===== src/rtl/r256_ram.sv =====
// Generic single-port-write, single-read RAM with registered read data.
// No dependencies.
module r256_ram #(
  parameter int WIDTH = 256,
  parameter int DEPTH = 15
) (
  input  logic                     clk,
  input  logic                     we,
  input  logic [$clog2(DEPTH)-1:0] waddr,
  input  logic [WIDTH-1:0]         wdata,
  input  logic [$clog2(DEPTH)-1:0] raddr,
  output logic [WIDTH-1:0]         rdata
);
  logic [WIDTH-1:0] mem [DEPTH];
  always_ff @(posedge clk) begin
    if (we) begin
      mem[waddr] <= wdata;
    end
    rdata <= mem[raddr];
  end
endmodule


===== config.mk =====
export PLATFORM = sky130hd
export DESIGN_NAME = r256_ram
export DESIGN_NICKNAME = d
export VERILOG_FILES = /design/src/rtl/r256_ram.sv
export SDC_FILE = /design/constraint.sdc
export NUM_CORES = 2
export LEC_CHECK = 0
export BUFFER_PORTS_ARGS = -buffer_cell sky130_fd_sc_hd__buf_2
export CAP_MARGIN = 0
export CORE_ASPECT_RATIO = 0.6
export CORE_MARGIN = 1.5
export CORE_UTILIZATION = 47
export DETAILED_ROUTE_END_ITERATION = 10
export PLACE_DENSITY_LB_ADDON = 0.05
export SLEW_MARGIN = 20
export SYNTH_ARGS = -nofsm -noshare
export SYNTH_HDL_FRONTEND = slang
export SYNTH_SLANG_ARGS = --single-unit
export TNS_END_PERCENT = 20

===== constraint.sdc =====
create_clock -name clk -period 23 [get_ports clk]
set_clock_uncertainty 0.2 [all_clocks]
set_input_delay 2.3 -clock clk [delete_from_list [all_inputs] [get_ports clk]]
set_output_delay 2.3 -clock clk [all_outputs]
set_load 0.03 [all_outputs]

==> results_dict.tcl <==
set metrics [dict create \
    seq_area_frac_synth_pct 79.6 \
    worst_path_max_delay_cell "buf_4" \
    dieArea_um2 325000 \
    max-vdd-ir-drop_mv 0.0614 \
    syn_inst 7317 \
    max_freq_mhz 144 \
    die_w_um 735 \
    dp_hpwl_mm 196 \
    max_cap_viol_count 0 \
    vias 74100 \
    cts_resized 0 \
    hold_viol 0 \
    drive_above_1_share_pct 21.9 \
    post-route-period-util_pct 30.3 \
    clk_pin_slew_ns 0.06 \
    yosys_most_used_dff "edfxtp_1" \
    layout_commonest_cell "edfxtp_1" \
    ant_nets 0 \
    worstSkewPairLatency_ns 0.91 \
    globalplace.congestion 0.725 \
    dr.pass1.iters 5 \
    grt_use_total_pct 23.9 \
    powerDensity_nw_per_um2 91.9 \
    finalCriticalPeriod_ns 6.96 \
    ioPinCount 522 \
    grt_max_degree 110 \
    cts.sinks 4096 \
    initialDrtViolationCount 6985 \
    cp_max_fo 108 \
    drv_slew 0 \
    synth.avg_cell_area_um2 20.7 \
    crit_path_frequent_cell "buf_4" \
    layout_common_cells "3840 x edfxtp_1, 544 x mux4_2, 518 x buf_2" \
    status "complete, no violations" \
    io_buffers 521 \
    worst_pin_slew_ns 1.13 \
    fin_setup_tns_ns 0 \
    required_ns 23.57 \
    num_rows 161 \
    drc 0 \
    clk_path_buf_depth 4 \
    antenna_found_initial 109 \
    finalSetupViolCount 0 \
    wl_per_cell_um 31.3 \
    start_kind "input port" \
    syn2layout_area_growth_pct 13.3 \
    grt_pass1_vias 74600 \
    final.fill_count 24900 \
    grt_first_pass_wirelength_mm 559 \
    synth_enable_flop_cells 3840 \
    crit_path_end_kind "flop" \
    leakage_nw 56.0 \
    syn_area_um2 151000 \
    cts_tree "yes" \
    worstSetupPathType "input port to flop" \
    rsz0062_at_grt "no" \
    synthesis.nets 7583 \
    routed_wl_mm 394 \
    cts_setup_buffers 0 \
    start_util_pct 47.2 \
    cts_hold_buf 0 \
    ys_ff_latch 4096 \
    worstPathArrival_ns 7.53 \
    htreeDepth 5 \
    ys_types 33 \
    async_flop_share_pct 0 \
    max-slew-margin-rel_pct 25.0 \
    yosys_warnings 0 \
    overflow 0 \
    max_stage_delay_ns 0.90 \
    cts_buffers 381 \
    path_delay_family "buffers and inverters" \
    cp.buffers_inverters 6 \
    hold_slack_ns 0.351 \
    layout.nets 8208 \
    worstPathCellList "buf_12, buf_4, buf_4, buf_4, buf_4, buf_4, mux4_2, a22oi_1, o21ai_1" \
    vias_per_cell 5.87 \
    worstHoldPathType "flop to flop" \
    die_y_um 442 \
    cts-root-buf "clkbuf_16" \
    coreArea_um2 320000 \
]
## metal layers
metal	routed length [µm]	GRT usage, %	vias up
met5	379	0	-
met4	9990	5.88	62
met3	24600	4.21	658
met2	185000	37.7	2278
met1	174000	34.9	39600
li1	-	-	31500
## sequential cells by signal, indices dropped and copies added, names as in the netlist
| name | cells |
|---|---|
| mem | 3840 |
| rdata | 256 |
## stage by stage
step,setup WS (ns),power (mW),cell area (µm²),std cells,util [%]
finish,16.04,15.7,171000,12600,53.5
global route,15.68,16.2,171000,12600,53.5
CTS,15.99,15.9,171000,12600,53.4
detailed placement,14.99,9.46,159000,11900,49.5
global placement,14.99,9.45,159000,11900,49.5
floorplan,1.58,9.11,151000,7317,-
## kinds of logic (layout without fill, tap and decap cells)
| group | Yosys count | in the layout | synth area share [%] |
|---|---|---|---|
| flops | 4096 | 4096 | 79.6 |
| mux | 1032 | 1032 | 11.3 |
| other cells | 0 | 28 | 0 |
| simple gates | 547 | 547 | 2.13 |
| buf+inv | 442 | 1388 | 1.52 |
| compound gates | 1200 | 1200 | 5.39 |
## area by class of cell
cell class,count,area (µm²),share of cell area [%]
clock inverter,198,2130,1.24
sequential,4096,120000,70.3
multi-input combinational,2779,28700,16.7
tap,4319,5400,3.15
antenna,28,70.1,0.0409
inverter,1,11.3,0.00657
timing repair buffer,683,4120,2.41
clock buffer,506,10500,6.13
## cell usage after synthesis (all sizes together), types with 48 or more instances
cell type | n | area share (%)
o22ai | 216 | 0.89
a211o | 216 | 1.3
nor2b | 227 | 0.94
o21ai | 216 | 0.71
nor2 | 48 | 0.13
a22oi | 248 | 1.2
mux2i | 480 | 3.2
nand2b | 227 | 0.94
dfxtp | 256 | 3.4
buf | 259 | 1.0
clkbuf | 182 | 0.46
a31oi | 216 | 0.89
edfxtp | 3840 | 76
mux4 | 544 | 8.1
## worst reg2reg max path: stages, from the launching register on
cell,delay [ns]
edfxtp_1,0.36
mux2_1,0.32
o211ai_1,0.16
o221ai_1,0.14
a221o_1,0.43
## path summary, 6_finish.rpt
path | startpoint | end | slack, ns | cells past startpoint
min reg2reg | mem[14][248] | rdata[248] | 0.35 | 2
min | mem[14][248] | rdata[248] | 0.35 | 2
max reg2reg | mem[13][29] | rdata[29] | 21.27 | 4
max | raddr[0] | rdata[116] | 16.04 | 9
## power by group
part           switching, mW  internal [mW]
sequential            0.0725           8.34
combinational          0.595          0.281
clock                   2.75           3.71
No activity file was read; power rests on OpenSTA's default activity.
